==> config.mk <==
export PLATFORM = sky130hd
export DESIGN_NAME = bus3_back
export DESIGN_NICKNAME = d
export VERILOG_FILES = /design/src/hdl/bus3_pkg.sv /design/src/hdl/bus3_back.sv
export SDC_FILE = /design/constraint.sdc
export NUM_CORES = 1
export LEC_CHECK = 0
export BUFFER_PORTS_ARGS = -buffer_cell sky130_fd_sc_hd__buf_4
export CORE_ASPECT_RATIO = 1.5
export CORE_MARGIN = 2
export CORE_UTILIZATION = 54
export CTS_CLUSTER_SIZE = 10
export DETAILED_ROUTE_END_ITERATION = 12
export PLACE_DENSITY_LB_ADDON = 0.25
export SLEW_MARGIN = 20
export SYNTH_ARGS = -nofsm -noshare
export SYNTH_HDL_FRONTEND = slang
export SYNTH_SLANG_ARGS = --single-unit
==> constraint.sdc <==
create_clock -name clk_i -period 11.6 [get_ports clk_i]
set_input_delay 2.32 -clock clk_i [delete_from_list [all_inputs] [get_ports clk_i]]
set_output_delay 2.32 -clock clk_i [all_outputs]
set_load 0.05 [all_outputs]
==> src/hdl/bus3_pkg.sv <==
// Shared types, constants and helper functions for the 3x bilinear upscaler.
// No dependencies; imported by every module of the block.
`default_nettype none

package bus3_pkg;

  // Default sizing of the source image
  localparam int unsigned MaxWidthDef  = 1024;
  localparam int unsigned MaxHeightDef = 1024;

  // Width register
  localparam int unsigned CfgW = 11;
  localparam logic [CfgW-1:0] ImageWidthReset = 11'd512;

  // Payload widths
  localparam int unsigned PixW   = 8;
  localparam int unsigned CoordW = 12;
  localparam int unsigned SumW   = 12;

  // Depth of the quad queue between front and back
  localparam int unsigned QueueDepth = 2;

  // ceil(2^16 / 9): exact truncating divide by nine for sums below 2304
  localparam int unsigned RecipShift = 16;
  localparam logic [12:0] Recip9     = 13'd7282;

  // Index of the last result within a 4x4 tile
  localparam logic [3:0] TileLastIdx = 4'd15;

  // One interpolation job: the 2x2 quad and the tile origin in output space
  typedef struct packed {
    logic [PixW-1:0]   a;
    logic [PixW-1:0]   b;
    logic [PixW-1:0]   c;
    logic [PixW-1:0]   d;
    logic [CoordW-1:0] base_row;
    logic [CoordW-1:0] base_col;
  } quad_t;

  // Pixel times a tile weight; weights are products of two values in 0..3
  function automatic logic [SumW-1:0] scale_px(input logic [PixW-1:0] px,
                                               input logic [3:0] w);
    logic [SumW-1:0] p;
    p = SumW'(px);
    case (w)
      4'd1:    scale_px = p;
      4'd2:    scale_px = p << 1;
      4'd3:    scale_px = (p << 1) + p;
      4'd4:    scale_px = p << 2;
      4'd6:    scale_px = (p << 2) + (p << 1);
      4'd9:    scale_px = (p << 3) + p;
      default: scale_px = '0;
    endcase
  endfunction

  // Product of two 2-bit factors
  function automatic logic [3:0] weight(input logic [1:0] x, input logic [1:0] y);
    weight = 4'(x) * 4'(y);
  endfunction

endpackage

`default_nettype wire

==> src/hdl/bus3_back.sv <==
// Back end: walks the 4x4 tile of a quad, one interpolated result per beat,
// into an output register. Depends on bus3_pkg.
`default_nettype none

module bus3_back import bus3_pkg::*; (
  input  wire logic          clk_i,
  input  wire logic          rst_ni,
  input  wire logic          quad_valid_i,
  output logic               quad_ready_o,
  input  wire quad_t         quad_i,
  output logic               res_valid_o,
  input  wire logic          res_ready_i,
  output logic [CoordW-1:0]  res_row_o,
  output logic [CoordW-1:0]  res_col_o,
  output logic [PixW-1:0]    res_value_o,
  output logic               res_last_o
);

  quad_t      job_q;
  logic       busy_q;
  logic [3:0] idx_q;
  logic       advance, take;

  assign advance      = !res_valid_o || res_ready_i;
  assign quad_ready_o = advance && (!busy_q || idx_q == TileLastIdx);
  assign take         = quad_valid_i && quad_ready_o;

  // Tile position: k is the row step, l the column step
  logic [1:0] k, l;
  assign k = idx_q[3:2];
  assign l = idx_q[1:0];

  // Weighted sum and truncating divide by nine
  logic [SumW-1:0] sum;
  logic [24:0]     prod;
  always_comb begin
    sum = scale_px(job_q.a, weight(~l, ~k))
        + scale_px(job_q.b, weight(l, ~k))
        + scale_px(job_q.c, weight(l, k))
        + scale_px(job_q.d, weight(~l, k));
    prod = 25'(sum) * 25'(Recip9);
  end

  // Job sequencing
  always_ff @(posedge clk_i or negedge rst_ni) begin
    if (!rst_ni) begin
      busy_q <= 1'b0;
      idx_q  <= '0;
    end else if (take) begin
      busy_q <= 1'b1;
      idx_q  <= '0;
    end else if (advance && busy_q) begin
      idx_q <= idx_q + 4'd1;
      if (idx_q == TileLastIdx) busy_q <= 1'b0;
    end
  end

  always_ff @(posedge clk_i) begin
    if (take) job_q <= quad_i;
  end

  // Output register
  always_ff @(posedge clk_i or negedge rst_ni) begin
    if (!rst_ni) begin
      res_valid_o <= 1'b0;
    end else if (advance) begin
      res_valid_o <= busy_q;
    end
  end

  always_ff @(posedge clk_i) begin
    if (advance && busy_q) begin
      res_row_o   <= job_q.base_row + CoordW'(k);
      res_col_o   <= job_q.base_col + CoordW'(l);
      res_value_o <= prod[RecipShift +: PixW];
      res_last_o  <= (idx_q == TileLastIdx);
    end
  end

endmodule

`default_nettype wire

==> results of run 1 <==
-- cell usage in the layout, fill, tap and decap left out, types with 4 or more instances in the layout --
master       n
o22ai_1      4
o21a_1       5
xnor2_1     66
nand2b_1    11
a222oi_1    10
ha_1       144
a22o_1       6
nand4_1      5
xor2_1      30
and2_1       6
nand2_1     57
edfxtp_1    89
a221o_1      4
buf_4       95
nor2_1      45
nor3_1       9
fa_1        58
nor2b_1     17
a21oi_1     57
o2111ai_1    5
inv_1      147
dfrtp_1      6
a21o_1      25
o21ai_0     34
o211ai_1     8
and3_1      16
a221oi_1     5
a22oi_1     14
o221ai_1     8
a211oi_1     5
nand3_1     30
clkbuf_16    9
o21bai_1    16
-- kinds of logic (layout without fill, tap and decap cells) --
group,count (synthesis),in the layout,synth area share
simple gates,217,217,0.111
flops,95,95,0.285
compound gates,219,219,0.151
fa+ha+maj,203,203,0.300
xor+xnor,97,97,0.0872
buf+inv,165,258,0.0633
mux,2,2,0.00328
-- state kept, by name, indices dropped and copies added, names as in the netlist --
signal       count
job_q           56
busy_q           1
res_last_o       1
res_row_o       12
idx_q            4
res_value_o      8
res_valid_o      1
res_col_o       12
-- worst max path at each step --
stage	startpoint	to	slack, ns	cells past startpoint
6_report	idx_q[0]$_DFFE_PN0P_	res_value_o[7]$_DFFE_PP_	1.93	32
5_1_grt	idx_q[0]$_DFFE_PN0P_	res_value_o[6]$_DFFE_PP_	1.32	33
4_1_cts	idx_q[0]$_DFFE_PN0P_	res_value_o[7]$_DFFE_PP_	1.93	32
3_5_place_dp	idx_q[0]$_DFFE_PN0P_	res_value_o[7]$_DFFE_PP_	1.95	32
3_3_place_gp	idx_q[2]$_DFFE_PN0P_	res_value_o[7]$_DFFE_PP_	2.16	32
2_1_floorplan	idx_q[0]$_DFFE_PN0P_	res_value_o[7]$_DFFE_PP_	2.81	34
-- cell usage after synthesis (11+ instances only) --
master,n
nand2b_1,11
fa_1,58
and3_1,16
nand2_1,57
nor2b_1,17
a21o_1,25
nor2_1,45
xnor2_1,66
o21bai_1,16
inv_1,147
a21oi_1,57
ha_1,144
edfxtp_1,89
o21ai_0,34
xor2_1,30
nand3_1,30
clkbuf_1,14
a22oi_1,14
-- worst max-delay path: cells and delay by family (launching register included) --
family | cells | cell delay (ns)
flops | 1 | 0.62
buf+inv | 5 | 0.35
fa+ha+maj | 10 | 4.48
simple gates | 6 | 1.00
compound gates | 9 | 2.54
xor+xnor | 2 | 0.42
-- metrics by stage --
step | util | cell area (µm²)
final | 0.621 | 11100
after global routing | 0.621 | 11100
after CTS | 0.621 | 11100
after detailed placement | 0.603 | 10800
after global placement | 0.603 | 10800
after floorplan | - | 9910
-- final cells by class --
class / instances / share of cell area
clock buffers: 9 / 0.0202
repair buffers: 95 / 0.0640
flip-flops and latches: 95 / 0.253
well taps: 217 / 0.0244
inverters: 147 / 0.0496
clock inverters: 7 / 0.00798
multi-input cells: 738 / 0.580
-- routing by layer --
metal,global-route usage,vias to the layer above,part of all wire
li1,-,3695,-
met1,0.243,3582,0.37
met2,0.464,228,0.54
met3,0.0353,86,0.033
met4,0.134,0,0.057
met5,0,-,0
==> results.py, run 1 <==
metrics = {
    "routing": {
        "vias_per_cell": 5.80,
        "antenna_left": 0,
        "drt_iter0_drc": 413,
        "route.vias.total": 7591,
        "totalWireLength_mm": 22.6,
        "wl_per_cell_um": 17.3,
        "drc_errors": 0,
        "firstDrtPassIters": 5,
    },
    "finish": {
        "regArea_um2": 2820,
        "diodes": 0,
        "fin_cells": 1308,
        "multi_input_comb_area_um2": 6460,
        "nFillCells": 1506,
        "syn_to_final_growth_pct": 12.4,
        "drive_gt1_frac": 0.114,
        "nets": 1348,
    },
    "synth": {
        "yosysTopAreaCellShare": 0.270,
        "ys_seq_area_frac": 0.285,
        "syn-instance-count": 998,
        "syn_avg_cell_area_um2": 9.93,
        "yosys-top-cells-area": "edfxtp_1, ha_1, fa_1, xnor2_1, inv_1",
        "ys_async_sr_fraction": 0.0632,
        "syn-num-nets": 1260,
        "yosysWarnings": 0,
        "synth_edf_count": 89,
        "synth_cell_types": 60,
        "yosys_most_used_dff": "edfxtp_1",
        "synth_top_area_cell": "edfxtp_1",
        "netlist_area_um2": 9910,
        "ys_ff_latch": 95,
    },
    "die": {
        "fp.dieH_um": 170,
        "die_area_um2": 19500,
        "top_level_ports": 95,
        "start_util": 0.552,
        "die_x_um": 115,
        "placementRows": 60,
        "core_area_um2": 17900,
    },
    "timing": {
        "fmax_ghz": 0.103,
        "skew_ns": 0.0122,
        "worst_slew_pin_slew_ns": 0.889,
        "setup_tns_ns": 0,
        "post-route-min-period_ns": 9.67,
        "rsz0062_at_grt": "no",
        "layout_worst_path_cycle_share": 0.833,
        "final.setup.worst_slack_ns": 1.93,
        "max_slew_margin": 0.407,
        "setup_viol": 0,
        "final_hold_viol_count": 0,
        "drv_slew": 0,
        "hold_ws_ns": 0.510,
    },
    "cts": {
        "post_cts_buffers": 0,
        "cts_resized": 0,
        "cts_buffers": 9,
        "cts_buffer_depth": 2,
        "clock-root-buffer": "clkbuf_16",
        "path_clk_slew_ns": 0.08,
        "clock-sinks": 95,
        "cts_tree": "built",
        "postCtsHoldBufs": 0,
        "htreeDepth": 3,
        "clk_latency_ns": 0.37,
    },
    "global_route": {
        "grt_overflow": 0,
        "grtUsageTotal": 0.241,
        "grt_pass1_wl_mm": 36.5,
        "grt_pass1_vias": 7785,
        "antenna_found_initial": 0,
        "grt_max_degree": 61,
    },
    "placement": {
        "io_buffers": 94,
        "gp_congestion": 0.948,
        "dp_cells": 1292,
        "pre_cts_ws_ns": 1.95,
        "hpwl_mm": 18.6,
    },
    "min_path": {
        "whs_endpoint": "res_valid_o$_DFFE_PN0N_",
        "min_from": "busy_q$_DFFE_PN0P_",
        "hp-class": "register to register",
        "worstHoldPathCells": 2,
    },
    "critical_path": {
        "worst-path-max-fanout": 19,
        "regToRegSetupSlack_ns": 1.93,
        "r2r_cells": 32,
        "r2r-start": "idx_q[0]$_DFFE_PN0P_",
        "worstPathRequired_ns": 11.72,
        "max_stage_delay_ns": 0.62,
        "worst_setup_path_start_kind": "register",
        "endpoint_kind": "register",
        "criticalPathCategory": "register to register",
        "slowest_stage": "dfrtp_1",
        "crit_arrival_ns": 9.79,
        "r2r-end": "res_value_o[7]$_DFFE_PP_",
    },
    "status": {
        "status": "finished, final reports clean",
    },
    "job": {
        "drv_cap": 0,
    },
}
Power of run 1 is not shown: default switching activity piles up to over one toggle a cycle in this logic, so the estimate is an artifact.
==> run 2, diff against run 1 <==
==> constraint.sdc (replaced) <==
create_clock -name clk_i -period 8.3 [get_ports clk_i]
set_input_delay 1.66 -clock clk_i [delete_from_list [all_inputs] [get_ports clk_i]]
set_output_delay 1.66 -clock clk_i [all_outputs]
set_load 0.05 [all_outputs]
==> results.py, run 2 (synthesis results as in run 1) <==
metrics = {
    "timing": {
        "fmax_ghz": 0.120,
        "skew_ns": 0.0115,
        "final.setup.worst_slack_ns": -0.0598,
        "post-route-min-period_ns": 8.36,
        "max_slew_margin": 0.403,
        "rsz0062_at_grt": "yes",
        "setup_viol": 3,
        "final_hold_viol_count": 0,
        "layout_worst_path_cycle_share": 1.01,
        "worst_slew_pin_slew_ns": 0.896,
        "drv_slew": 0,
    },
    "status": {
        "status": "complete, but fails checks",
        "violations": "negative setup slack",
    },
    "finish": {
        "layout_common_cells": "buf_4, inv_1, ha_1",
        "top_register": "job_q",
        "nets": 1537,
        "top_regs": "job_q x56, res_col_o x12, res_row_o x12",
        "final_util": 0.732,
        "drive_gt1_frac": 0.330,
        "syn_to_final_growth_pct": 32.5,
        "mostFrequentLayoutCell": "buf_4",
        "largest_reg_flops": 56,
        "diodes": 0,
    },
    "global_route": {
        "grtUsageTotal": 0.256,
        "grt_overflow": 0,
        "grt_pass1_wl_mm": 39.3,
        "grt_pass1_vias": 8634,
        "grt_max_degree": 42,
        "antenna_found_initial": 0,
    },
    "placement": {
        "pre_cts_ws_ns": -0.431,
        "gp_congestion": 0.982,
        "hpwl_mm": 19.8,
        "io_buffers": 94,
    },
    "cts": {
        "clk_latency_ns": 0.36,
        "clock-root-buffer": "clkbuf_16",
        "postCtsHoldBufs": 0,
        "htreeDepth": 3,
        "clock-sinks": 95,
        "cts_buffers": 9,
        "cts_tree": "built",
        "cts_buffer_depth": 2,
        "path_clk_slew_ns": 0.08,
    },
    "job": {
        "drv_cap": 0,
    },
    "critical_path": {
        "worst-path-max-fanout": 4,
        "criticalPathCategory": "register to register",
        "endpoint_kind": "register",
        "worst_setup_path_start_kind": "register",
        "max_stage_delay_ns": 0.56,
        "worstPathRequired_ns": 8.41,
        "slowest_stage": "fa_1",
        "crit_arrival_ns": 8.47,
    },
    "min_path": {
        "hp-class": "register to register",
    },
    "routing": {
        "firstDrtPassIters": 5,
        "drc_errors": 0,
        "totalWireLength_mm": 24.8,
        "wl_per_cell_um": 16.6,
        "drt_iter0_drc": 432,
        "route.vias.total": 8360,
        "vias_per_cell": 5.58,
        "antenna_left": 0,
    },
    "die": {
        "core_area_um2": 17900,
        "start_util": 0.552,
        "top_level_ports": 95,
        "fp.dieH_um": 170,
        "die_area_um2": 19500,
        "placementRows": 60,
        "die_x_um": 115,
    },
}
[run 2: cell count changes in the layout (fill, tap and decap cells not counted), moves of 6 or more]
cell | previous run | this run
inv_2 | 0 | 16
ha_2 | 0 | 6
o21ai_1 | 0 | 7
buf_4 | 95 | 283
o21ai_0 | 34 | 22
a21oi_1 | 57 | 40
ha_1 | 144 | 125
inv_1 | 147 | 131
ha_4 | 0 | 13
a21oi_2 | 0 | 17
[run 2: path summary, 6_finish.rpt]
kind | start | to | slack [ns] | depth (start not counted)
min in group asynchronous | rst_ni | res_valid_o$_DFFE_PN0N_ | 1.09 | 1
setup / recovery | job_q[50]$_DFFE_PP_ | res_value_o[7]$_DFFE_PP_ | -0.06 | 36
hold reg to reg | busy_q$_DFFE_PN0P_ | res_valid_o$_DFFE_PN0N_ | 0.50 | 2
setup reg to reg | job_q[50]$_DFFE_PP_ | res_value_o[7]$_DFFE_PP_ | -0.06 | 36
max in group asynchronous | rst_ni | idx_q[0]$_DFFE_PN0P_ | 7.08 | 1
hold / removal | busy_q$_DFFE_PN0P_ | res_valid_o$_DFFE_PN0N_ | 0.50 | 2
[run 2: per-stage QoR]
step	TNS (ns)	instances	instance area [µm²]	hold slack, ns
3_3_place_gp	-0.834	1446	12100	0.488
5_1_grt	-2.69	1497	13100	0.540
6_report	-0.0866	1497	13100	0.504
4_1_cts	-0.224	1482	12700	0.503
2_1_floorplan	0	998	10100	0.455
3_5_place_dp	-1.69	1446	12100	0.485
[run 2: routing by layer]
metal  track usage  part of all wire  vias up
met3        0.0338             0.029       83
met2         0.505              0.56      202
met1         0.254              0.36     3999
li1              -                 -     4076
met4         0.126             0.055        0
met5             0                 0        -
[run 2: area by class of cell]
class,count,area (µm²)
flip-flops and latches,95,2830
clock buffers,9,225
fillers,1275,4810
repair buffers,284,2140
clock inverters,7,83.8
inverters,147,552
well taps,217,272
multi-input cells,738,7030
[run 2: critical path, delay by kind of cell, from the launching register on]
kind | cells | cell delay [ns]
fa+ha+maj | 10 | 4.08
xor+xnor | 3 | 0.50
flops | 1 | 0.46
buf+inv | 8 | 0.58
simple gates | 3 | 0.77
compound gates | 12 | 1.73
[run 2: repair_timing]
item,4_1_cts,5_1_grt
pin swaps,42,55
setup endpoints to repair,7,8
setup buffers,21,15
resized for setup,34,64
Power of run 2 is left out for the same reason.
