## config.mk

```make
export PLATFORM = sky130hd
export DESIGN_NAME = bus3_fifo
export DESIGN_NICKNAME = d
export VERILOG_FILES = /design/src/hdl/bus3_pkg.sv /design/src/hdl/bus3_fifo.sv
export SDC_FILE = /design/constraint.sdc
export NUM_CORES = 1
export LEC_CHECK = 0
export BUFFER_PORTS_ARGS = -buffer_cell sky130_fd_sc_hd__buf_2
export CELL_PAD_IN_SITES_DETAIL_PLACEMENT = 1
export CELL_PAD_IN_SITES_GLOBAL_PLACEMENT = 1
export CORE_ASPECT_RATIO = 0.5
export CORE_MARGIN = 4
export CORE_UTILIZATION = 47
export DETAILED_ROUTE_END_ITERATION = 8
export GPL_TIMING_DRIVEN = 0
export PLACE_DENSITY_LB_ADDON = 0.1
export SLEW_MARGIN = 30
export SYNTH_ARGS = -nofsm -noshare
export SYNTH_HDL_FRONTEND = slang
export SYNTH_SLANG_ARGS = --single-unit
```

## constraint.sdc

```tcl
create_clock -name clk_i -period 6.8 [get_ports clk_i]
set_clock_uncertainty 0.15 [all_clocks]
set_input_delay 0.68 -clock clk_i [delete_from_list [all_inputs] [get_ports clk_i]]
set_output_delay 0.68 -clock clk_i [all_outputs]
set_load 0.02 [all_outputs]
```

## src/hdl/bus3_pkg.sv

```systemverilog
// Shared types, constants and helper functions for the 3x bilinear upscaler.
// No dependencies; imported by every module of the block.
`default_nettype none

package bus3_pkg;

  // Default sizing of the source image
  localparam int unsigned MaxWidthDef  = 1024;
  localparam int unsigned MaxHeightDef = 1024;

  // Width register
  localparam int unsigned CfgW = 11;
  localparam logic [CfgW-1:0] ImageWidthReset = 11'd512;

  // Payload widths
  localparam int unsigned PixW   = 8;
  localparam int unsigned CoordW = 12;
  localparam int unsigned SumW   = 12;

  // Depth of the quad queue between front and back
  localparam int unsigned QueueDepth = 2;

  // ceil(2^16 / 9): exact truncating divide by nine for sums below 2304
  localparam int unsigned RecipShift = 16;
  localparam logic [12:0] Recip9     = 13'd7282;

  // Index of the last result within a 4x4 tile
  localparam logic [3:0] TileLastIdx = 4'd15;

  // One interpolation job: the 2x2 quad and the tile origin in output space
  typedef struct packed {
    logic [PixW-1:0]   a;
    logic [PixW-1:0]   b;
    logic [PixW-1:0]   c;
    logic [PixW-1:0]   d;
    logic [CoordW-1:0] base_row;
    logic [CoordW-1:0] base_col;
  } quad_t;

  // Pixel times a tile weight; weights are products of two values in 0..3
  function automatic logic [SumW-1:0] scale_px(input logic [PixW-1:0] px,
                                               input logic [3:0] w);
    logic [SumW-1:0] p;
    p = SumW'(px);
    case (w)
      4'd1:    scale_px = p;
      4'd2:    scale_px = p << 1;
      4'd3:    scale_px = (p << 1) + p;
      4'd4:    scale_px = p << 2;
      4'd6:    scale_px = (p << 2) + (p << 1);
      4'd9:    scale_px = (p << 3) + p;
      default: scale_px = '0;
    endcase
  endfunction

  // Product of two 2-bit factors
  function automatic logic [3:0] weight(input logic [1:0] x, input logic [1:0] y);
    weight = 4'(x) * 4'(y);
  endfunction

endpackage

`default_nettype wire

```

## src/hdl/bus3_fifo.sv

```systemverilog
// Short queue of quads between front and back end.
// Depends on bus3_pkg for quad_t.
`default_nettype none

module bus3_fifo import bus3_pkg::*; #(
  parameter int unsigned Depth = QueueDepth
) (
  input  wire logic  clk_i,
  input  wire logic  rst_ni,
  input  wire logic  wr_valid_i,
  output logic       wr_ready_o,
  input  wire quad_t wr_data_i,
  output logic       rd_valid_o,
  input  wire logic  rd_ready_i,
  output quad_t      rd_data_o
);

  localparam int unsigned PtrW = (Depth > 1) ? $clog2(Depth) : 1;
  localparam int unsigned CntW = $clog2(Depth + 1);

  quad_t           slot_q [Depth];
  logic [PtrW-1:0] wr_ptr_q, rd_ptr_q;
  logic [CntW-1:0] count_q;
  logic            push, pop;

  assign wr_ready_o = (count_q != CntW'(Depth));
  assign rd_valid_o = (count_q != '0);
  assign rd_data_o  = slot_q[rd_ptr_q];
  assign push       = wr_valid_i && wr_ready_o;
  assign pop        = rd_valid_o && rd_ready_i;

  function automatic logic [PtrW-1:0] bump(input logic [PtrW-1:0] p);
    bump = (p == PtrW'(Depth - 1)) ? '0 : p + PtrW'(1);
  endfunction

  // Pointers and fill level
  always_ff @(posedge clk_i or negedge rst_ni) begin
    if (!rst_ni) begin
      wr_ptr_q <= '0;
      rd_ptr_q <= '0;
      count_q  <= '0;
    end else begin
      if (push) wr_ptr_q <= bump(wr_ptr_q);
      if (pop)  rd_ptr_q <= bump(rd_ptr_q);
      if (push && !pop) begin
        count_q <= count_q + CntW'(1);
      end else if (pop && !push) begin
        count_q <= count_q - CntW'(1);
      end
    end
  end

  // Storage
  always_ff @(posedge clk_i) begin
    if (push) begin
      slot_q[wr_ptr_q] <= wr_data_i;
    end
  end

endmodule

`default_nettype wire

```

==> results of run 1 <==
[state kept, by name, indices dropped and copies added (netlist names)]
signal    flops
slot_q      112
count_q       2
rd_ptr_q      1
wr_ptr_q      1
[timing repair]
action,CTS,global route
resized for setup,0,0
hold buffers,1,0
endpoints found under the hold margin,4,0
[worst max-delay path: cells and delay by family, from the launching register on]
kind	cells	cell delay (ps)
buffers and inverters	3	530
DFF	1	370
muxes	1	320
[metal layers]
| metal | GRT usage | wire length [um] | share of wire |
|---|---|---|---|
| met2 | 0.314 | 4870 | 0.54 |
| met4 | 0.0642 | 105 | 0.012 |
| met1 | 0.176 | 3470 | 0.39 |
| met3 | 0.0639 | 521 | 0.058 |
| met5 | 0 | 0 | 0 |
[cells by family (layout without fill, tap and decap cells)]
logic type	after synthesis	count (layout)	share of synthesized area
flops	116	116	0.795
mux	56	56	0.171
simple gates	7	7	0.00776
buf+inv	7	161	0.0135
xor+xnor	5	5	0.0101
fa+ha+maj	1	1	0.00287
[synthesized netlist by cell type, drive strengths merged]
cell / n
xnor2: 3
xor2: 2
buf: 6
mux2: 56
and3: 1
nand2b: 1
ha: 1
edfxtp: 112
nand2: 2
nor2: 2
dfrtp: 4
inv: 1
or2: 1
[cells in the final DEF, fill, tap and decap left out, types with 2 or more instances in the layout]
cell / Yosys / layout
buf_2: 2 / 119
edfxtp_1: 112 / 112
clkbuf_16: 0 / 17
nand2_1: 2 / 2
clkinv_2: 0 / 3
clkinv_1: 0 / 4
bufinv_16: 0 / 5
dfrtp_1: 4 / 4
xor2_1: 2 / 2
buf_6: 4 / 4
xnor2_1: 3 / 3
mux2_4: 30 / 30
clkbuf_1: 0 / 2
buf_16: 0 / 2
mux2_2: 26 / 26
[metrics by stage]
stage | std cells | utilization
finish | 463 | 0.657
global route | 463 | 0.657
CTS | 463 | 0.657
detailed placement | 430 | 0.586
global placement | 426 | 0.574
floorplan | 192 | -
[report_power, final]
part	internal (W)	switching, W	total, W
Clock	0.000642	0.000297	0.000939
Combinational	0.000405	0.000516	0.000921
Sequential	0.000980	0.0000518	0.00103
Total	0.00203	0.000865	0.00289
[final cells by class]
cell class / count / area, sq um
Sequential cell: 116 / 3460
Fill cell: 776 / 3040
Multi-Input combinational cell: 69 / 846
Timing Repair Buffer: 122 / 686
Clock buffer: 19 / 433
Clock inverter: 13 / 188
Tap cell: 117 / 146
Buffer: 6 / 55.1
Inverter: 1 / 3.75
[final timing paths]
| path | from | endpoint | slack [ps] | cells past startpoint |
|---|---|---|---|---|
| worst min register to register | count_q[1]$_DFFE_PN0P_ | count_q[1]$_DFFE_PN0P_ | 350 | 1 |
| max in group asynchronous | rst_ni | rd_ptr_q$_DFFE_PN0P_ | 5880 | 2 |
| worst min-delay path | wr_data_i[47] | slot_q[1][47]$_DFFE_PP_ | 320 | 1 |
| worst max-delay path | rd_ptr_q$_DFFE_PN0P_ | rd_data_o[12] | 4350 | 4 |
| min in group asynchronous | rst_ni | count_q[1]$_DFFE_PN0P_ | 500 | 2 |
| worst max register to register | count_q[0]$_DFFE_PN0P_ | slot_q[0][24]$_DFFE_PP_ | 4850 | 5 |
==> impl_results.md, run 1 <==
- CP Launch Type: flop
- Nets: 394
- Total wire length: 8.97 mm
- Root Driver: clkbuf_16
- Fmax: 407 MHz
- Fin Setup TNS: 0 ps
- Pre-CTS setup slack: 4690 ps
- IO Pins: 118
- VDD IR max: 0.261 mV
- Worst-Skew Late Latency: 400 ps
- TritonRoute pass-1 iters: 5
- Yosys cell types: 15
- Required time of the critical path: 5970 ps
- Crit-path cells: buf_6, buf_6, mux2_4, buf_2
- Row cnt: 24
- Buffers on Ports: 117
- Most frequent CP cell: buf_6
- CORE AREA: 8860 sq um
- Placed cell areas: 5190 sq um
- Critical path peak fanout: 10
- Post-route ant nets: 0
- Share of cells above drive strength 1: 0.613
- Max_slew headroom: 0.718
- Synth top area share: 0.772
- Initial Util: 0.492
- Remaining DRCs: 0
- Num CTS Buffers: 17
- CTS tree: yes
- Max-Cap Viols: 0
- Total grt overflow: 0
- CP Class: reg -> out
- DR vias: 2275
- Post-Syn Instances: 192
- Clock slew at reported path FFs: 50 ps
- Die ar.: 11000 sq um
- Final Hold Viols: 0
- Final hold slack: 316 ps
- Final worst-path cycle share: 0.361
- Vias/cell: 4.91
- Setup Viol. Count Final: 0
- Synthesis Warnings: 0
- Fin area: 5820 sq um
- H-Tree Depth: 4
- Area leader, netlist: edfxtp_1
- HP Class: in -> reg
- Period minus WS final: 2450 ps
- GRT Overall Usage: 0.171
- PD cells: 497 nW/um^2
- Crit path DAT: 1620 ps
- Slowest cell on the critical path: dfrtp_1
- Leak: 2.32 nW
- Post-route setup slack: 4350 ps
- CTS Buffer Depth: 2
- Iter 0 DRT Violations: 55
- Area growth from synthesis to layout: 33.6%
- Largest net degree at the start of global routing: 30
- Estimated wirelength of the detail-placed design: 6.05 mm
- Wirelength per Cell: 19.4 um
- Slew Viols, Final: 0
- RSZ-0062 raised after global routing: no
- Die width: 144 um
- Slew of the pin with the lowest slew margin: 423 ps
- Slowest stage delay, CP: 370 ps
- Mapped Area: 4360 sq um
- First-pass GRT wire length: 13.8 mm
- Setup Buffers After CTS: 0
- Synth Register Bits: 116
- # diodes: 0
- CP Capture Type: primary output
- Post-synthesis sequential area ratio: 0.795
- Vias in the first global route: 2644
- Status: finished, final reports clean
- Clk sinks: 116
- Height of the die: 76.1 um
- Syn Area/Cell: 22.7 sq um
- Synth top area cells: edfxtp_1 77%, mux2_4 10%, mux2_2 6.7%
- Initial antenna violation count: 0
- Overall Power: 0.00289 W
- Syn_nets: 253
- Placer congestion estimate: 0.698
No activity file was read; power rests on OpenSTA's default activity.
==> run 2, diff against run 1 <==
Settings changed: CORE_UTILIZATION 47 to 40.
Clock period 6.8 ns to 2.2 ns, I/O delays scaled along.
==> impl_results.md, run 2 (synthesized netlist as in run 1, its figures left out) <==
- Status: finished, final reports clean
- Area growth from synthesis to layout: 45.2%
- Crit-path cells: buf_6, buf_6, mux2_4, buf_2
- Nets: 453 (+15%)
- Most common cell after layout, fill and taps aside: buf_2
- IO Pins: 118 (unchanged)
- Multi-input logic area: 848 sq um (+0.30%)
- Busiest grt layer: met2
- Row cnt: 26 (+8.3%)
- TritonRoute pass-1 iters: 4 (-1)
- GRT Overall Usage: 0.153 (-0.0179)
- CP Launch Type: flop
- Final hold slack: 27.2 ps (-289 ps)
- Final Hold Viols: 0 (unchanged)
- Most frequent cells in the layout: 119 x buf_2, 112 x edfxtp_1, 58 x dlygate4sd3_1
- Initial antenna violation count: 0 (unchanged)
- Num CTS Buffers: 17 (unchanged)
- Remaining DRCs: 0 (unchanged)
- Placer congestion estimate: 0.669 (-4.2%)
- H-Tree Depth: 4 (unchanged)
- CTS Buffer Depth: 2 (unchanged)
- Max-Cap Viols: 0 (unchanged)
- CP Capture Type: primary output
- P_sw: 0.00262 W (+200%)
- # diodes: 0 (unchanged)
- Largest net degree at the start of global routing: 57 (+90%)
- Vias/cell: 4.52 (-8.0%)
- Pint: 0.00594 W (+190%)
- Period minus WS final: 2000 ps
- Clock slew at reported path FFs: 50 ps (about the same)
- Estimated wirelength of the detail-placed design: 5.72 mm (-5.6%)
- Crit path DAT: 1630 ps (about the same)
- Filler Cell Count: 948 (+22%)
- Placed cells: 452 (+5.1%)
- Clk sinks: 116 (unchanged)
- Total wire length: 8.97 mm (about the same)
- Critical Path Source: rd_ptr_q$_DFFE_PN0P_
- Max_slew headroom: 0.452 (-0.266)
- Die ar.: 12700 sq um (+16%)
- Register area: 3460 sq um (unchanged)
- Initial Util: 0.418 (-0.0733)
- Met1 usage: 0.169 (-0.00686)
- CP Class: reg -> out
- Required time of the critical path: 1830 ps (-4140 ps)
- Total grt overflow: 0 (unchanged)
- DR vias: 2465 (+8.4%)
- Post-route ant nets: 0 (unchanged)
- Final worst-path cycle share: 0.909
- Slew Viols, Final: 0 (unchanged)
- Critical path peak fanout: 10 (unchanged)
- First-pass GRT wire length: 14.4 mm (+4.4%)
- Max FFs per register: 112 (unchanged)
- Routing usage on met3: 0.0511 (-0.0129)
- R2r startpoint: count_q[0]$_DFFE_PN0P_
- Setup Viol. Count Final: 0 (unchanged)
- Slowest cell on the critical path: dfrtp_1
- Clock power frac: 0.289 (-0.036)
- Largest reg by FF count: slot_q
- Most frequent CP cell: buf_6
- VDD IR max: 0.727 mV (+180%)
- Pre-CTS setup slack: 91.3 ps (-4590 ps)
- Fmax: 500 MHz
- Combinational Power Share: 0.339 (+0.020)
- Wirelength per Cell: 16.5 um (-15%)
- Slowest stage delay, CP: 380 ps (about the same)
- Buffers on Ports: 117 (unchanged)
- PD cells: 1350 nW/um^2 (+170%)
- Post-route setup slack: 200 ps (-4150 ps)
- Die width: 156 um (+7.9%)
- Final non-filler cell total: 545 (+18%)
- Overall Power: 0.00856 W (+200%)
- CORE AREA: 10400 sq um (+18%)
- Iter 0 DRT Violations: 84 (+53%)
- Share of cells above drive strength 1: 0.528 (-0.0843)
- Seq pwr share: 0.372 (+0.015)
- Vias in the first global route: 2867 (+8.4%)
- Layout Utilization: 0.608 (-0.0494)
- Root Driver: clkbuf_16
- Slew of the pin with the lowest slew margin: 822 ps (+399 ps)
- RSZ-0062 raised after global routing: no
- Height of the die: 81.8 um (+7.5%)
- Leak: 2.53 nW (+8.9%)
- Switching part of the total: 0.306 (+0.00704)
- HP Class: in -> async
- Top flop regs: slot_q: 112 flops, count_q: 2 flops
- Grt met2 use: 0.277 (-0.0368)
- Worst-Skew Late Latency: 400 ps (about the same)
- CTS tree: yes
## run 2: what timing repair did
action	CTS	global route
hold buffers	58	0
setup buffers	0	3
endpoints found under the setup margin	0	11
resized for setup	0	0
endpoints found under the hold margin	117	0
## run 2: routing by layer
metal | up-vias | share of wire
li1 | 1160 | -
met1 | 1222 | 0.41
met2 | 72 | 0.52
met3 | 11 | 0.056
met4 | 0 | 0.0094
met5 | - | 0
## run 2: worst paths after layout
path / to / slack, ps / cells after the start
max in group asynchronous: rd_ptr_q$_DFFE_PN0P_ / 1740 / 2
min in group clk_i: wr_ptr_q$_DFFE_PN0P_ / 70 / 3
max reg2reg: slot_q[1][18]$_DFFE_PP_ / 310 / 2
min: count_q[1]$_DFFE_PN0P_ / 30 / 2
max: rd_data_o[22] / 200 / 4
min reg2reg: count_q[1]$_DFFE_PN0P_ / 400 / 1
## run 2: area by class of cell
type,count,share of cell area
Sequential cell,116,0.547
Timing Repair Buffer,181,0.197
Multi-Input combinational cell,69,0.134
Clock buffer,26,0.0758
Tap cell,140,0.0277
Clock inverter,6,0.00870
Buffer,6,0.00870
Inverter,1,0.000593
## run 2: critical path, delay by kind of cell (launching register included)
kind	cells	cell delay, ps
buf+inv	3	540
flops	1	380
mux	1	320
## run 2: power by group through the flow
stage	registers [W]	clock network, W	logic, W
6_report	0.00318	0.00247	0.00290
5_1_grt	0.00323	0.00266	0.00311
4_1_cts	0.00319	0.00254	0.00294
3_5_place_dp	0.00323	0	0.00285
3_3_place_gp	0.00320	0	0.00271
2_1_floorplan	0.00318	0	0.00198
## run 2: stage by stage
| stage | setup TNS (ps) | instance area [sq um] |
|---|---|---|
| 2_1_floorplan | 0 | 4370 |
| 3_3_place_gp | -24080 | 5130 |
| 3_5_place_dp | 0 | 5190 |
| 4_1_cts | 0 | 6300 |
| 5_1_grt | 0 | 6330 |
| 6_report | 0 | 6330 |
==> run 3, diff against run 2 <==
Settings changed: CORE_UTILIZATION 40 to 47.
Clock period 2.2 ns to 2.45 ns, I/O delays scaled along.
==> impl_results.md, run 3 (synthesized netlist as in run 1, its figures left out) <==
- Final Hold Viols: 0 (unchanged)
- Estimated wirelength of the detail-placed design: 5.60 mm (-2.1%)
- Initial antenna violation count: 0 (unchanged)
- Nets: 449 (-0.88%)
- Switching part of the total: 0.327 (+0.0211)
- RSZ-0062 raised after global routing: no
- Filler Cell Count: 760 (-20%)
- Iter 0 DRT Violations: 127 (+51%)
- VDD IR max: 0.686 mV (-5.7%)
- Die ar.: 11000 sq um (-14%)
- Area growth from synthesis to layout: 43.1%
- CP Launch Type: flop
- PD cells: 1230 nW/um^2 (-9.4%)
- Required time of the critical path: 2410 ps (+580 ps)
- Num CTS Buffers: 17 (unchanged)
- Largest reg by FF count: slot_q
- H-Tree Depth: 4 (unchanged)
- CTS Buffer Depth: 2 (unchanged)
- Top flop regs: slot_q: 112 flops, count_q: 2 flops
- Multi-input logic area: 852 sq um (+0.44%)
- Seq pwr share: 0.378 (+0.006)
- P_sw: 0.00250 W (-4.5%)
- Fmax: 471 MHz
- Die width: 144 um (-7.3%)
- Crit-path cells: nand2b_1, nand2_1, nor2_4, buf_16, buf_16
- Period minus WS final: 2130 ps
- Slew Viols, Final: 0 (unchanged)
- Vias/cell: 4.76 (+5.3%)
- Vias in the first global route: 2889 (+0.77%)
- Fin area: 6230 sq um (-1.4%)
- Largest net degree at the start of global routing: 57 (unchanged)
- Total wire length: 10.4 mm (+16%)
- Share of cells above drive strength 1: 0.531 (+0.00278)
- CP Class: reg -> reg
- Row cnt: 24 (-7.7%)
- Placer congestion estimate: 0.693 (+3.6%)
- DR vias: 2468 (+0.12%)
- Final worst-path cycle share: 0.867
- Height of the die: 76.1 um (-7.0%)
- Placed cells: 428 (-5.3%)
- CORE AREA: 8860 sq um (-15%)
- Remaining DRCs: 0 (unchanged)
- Combinational Power Share: 0.344 (+0.005)
- Setup Buffers After CTS: 0 (unchanged)
- Clock slew at reported path FFs: 50 ps (about the same)
- Pint: 0.00514 W (-13%)
- Final hold slack: 25.0 ps (-2.21 ps)
- Clk sinks: 116 (unchanged)
- Most frequent cells in the layout: 119 x buf_2, 112 x edfxtp_1, 57 x dlygate4sd3_1
- Clock power frac: 0.278 (-0.011)
- Placed cell areas: 5150 sq um (-0.65%)
- Root Driver: clkbuf_16
- Most frequent CP cell: buf_16
- Total grt overflow: 0 (unchanged)
- Critical path peak fanout: 19 (+9)
- Setup Viol. Count Final: 0 (unchanged)
- Leak: 2.49 nW (-1.6%)
- # diodes: 0 (unchanged)
- Status: finished, final reports clean
- Final non-filler cell total: 518 (-5.0%)
- CP Capture Type: flop
- Post-route ant nets: 0 (unchanged)
- Max-Cap Viols: 0 (unchanged)
- GRT Overall Usage: 0.200 (+0.0468)
- Max FFs per register: 112 (unchanged)
- Initial Util: 0.492 (+0.0733)
- First-pass GRT wire length: 16.0 mm (+11%)
- Slowest stage delay, CP: 450 ps (+70 ps)
- Worst-Skew Late Latency: 410 ps (about the same)
- IO Pins: 118 (unchanged)
- Most common cell after layout, fill and taps aside: buf_2
- Max_slew headroom: 0.480 (+0.0277)
- Slew of the pin with the lowest slew margin: 780 ps (-41.6 ps)
- HP Class: in -> async
- Buffers on Ports: 117 (unchanged)
- Wirelength per Cell: 20.2 um (+23%)
- CTS tree: yes
- Crit path DAT: 2090 ps (+460 ps)
- TritonRoute pass-1 iters: 4 (unchanged)
- Register area: 3460 sq um (unchanged)
- Layout Utilization: 0.704 (+0.0961)
- Slowest cell on the critical path: nor2_4
run 3: cell types whose count changed in the layout (fill, tap and decap cells not counted), sizes merged:
| cell | before | now |
|---|---|---|
| clkbuf | 26 | 20 |
| buf | 129 | 125 |
| clkinv | 5 | 9 |
| clkinvlp | 0 | 3 |
| bufinv | 1 | 0 |
| dlygate4sd3 | 58 | 57 |
| nor2 | 2 | 3 |
run 3: worst paths after layout:
kind / startpoint / end / slack, ps / cells past startpoint
setup / recovery: count_q[0]$_DFFE_PN0P_ / slot_q[0][21]$_DFFE_PP_ / 320 / 5
hold / removal: rst_ni / rd_ptr_q$_DFFE_PN0P_ / 30 / 2
setup reg to reg: count_q[0]$_DFFE_PN0P_ / slot_q[0][21]$_DFFE_PP_ / 320 / 5
hold reg to reg: count_q[1]$_DFFE_PN0P_ / count_q[1]$_DFFE_PN0P_ / 380 / 1
max in group asynchronous: rst_ni / count_q[1]$_DFFE_PN0P_ / 1990 / 2
min in group clk_i: rd_ready_i / rd_ptr_q$_DFFE_PN0P_ / 30 / 3
run 3: layout make-up:
| cell class | count | share of cell area |
|---|---|---|
| Multi-Input combinational cell | 70 | 0.137 |
| Clock inverter | 12 | 0.0106 |
| Sequential cell | 116 | 0.555 |
| Buffer | 6 | 0.00883 |
| Timing Repair Buffer | 176 | 0.194 |
| Tap cell | 117 | 0.0235 |
| Inverter | 1 | 0.000602 |
| Clock buffer | 20 | 0.0700 |
run 3: critical path: cells and delay by family (launching register included):
| family | cells | cell delay, ps |
|---|---|---|
| simple gates | 3 | 830 |
| buf+inv | 2 | 410 |
| flops | 1 | 410 |
run 3: routing by layer:
layer	track usage	part of all wire	up-vias
li1	-	-	1153
met1	0.218	0.40	1222
met2	0.353	0.53	83
met3	0.0803	0.057	10
met4	0.0680	0.012	0
met5	0	0	-
run 3: what timing repair did:
action	4_1_cts	5_1_grt
hold endpoints to repair	116	0
endpoints found under the setup margin	0	17
resized for setup	0	0
hold buffers	57	0
run 3: power by group through the flow:
stage | combinational [W] | clock [W] | sequential, W
floorplan | 0.00178 | 0 | 0.00285
global placement | 0.00241 | 0 | 0.00287
detailed placement | 0.00255 | 0 | 0.00290
CTS | 0.00263 | 0.00212 | 0.00287
global route | 0.00280 | 0.00228 | 0.00292
finish | 0.00263 | 0.00212 | 0.00289
run 3: metrics by stage:
| step | worst slack, ps | power, W | setup TNS (ps) |
|---|---|---|---|
| 5_1_grt | 159 | 0.00800 | 0 |
| 4_1_cts | 142 | 0.00763 | 0 |
| 3_5_place_dp | 163 | 0.00545 | 0 |
| 6_report | 325 | 0.00764 | 0 |
| 2_1_floorplan | 224 | 0.00463 | 0 |
| 3_3_place_gp | -79.1 | 0.00529 | -4240 |
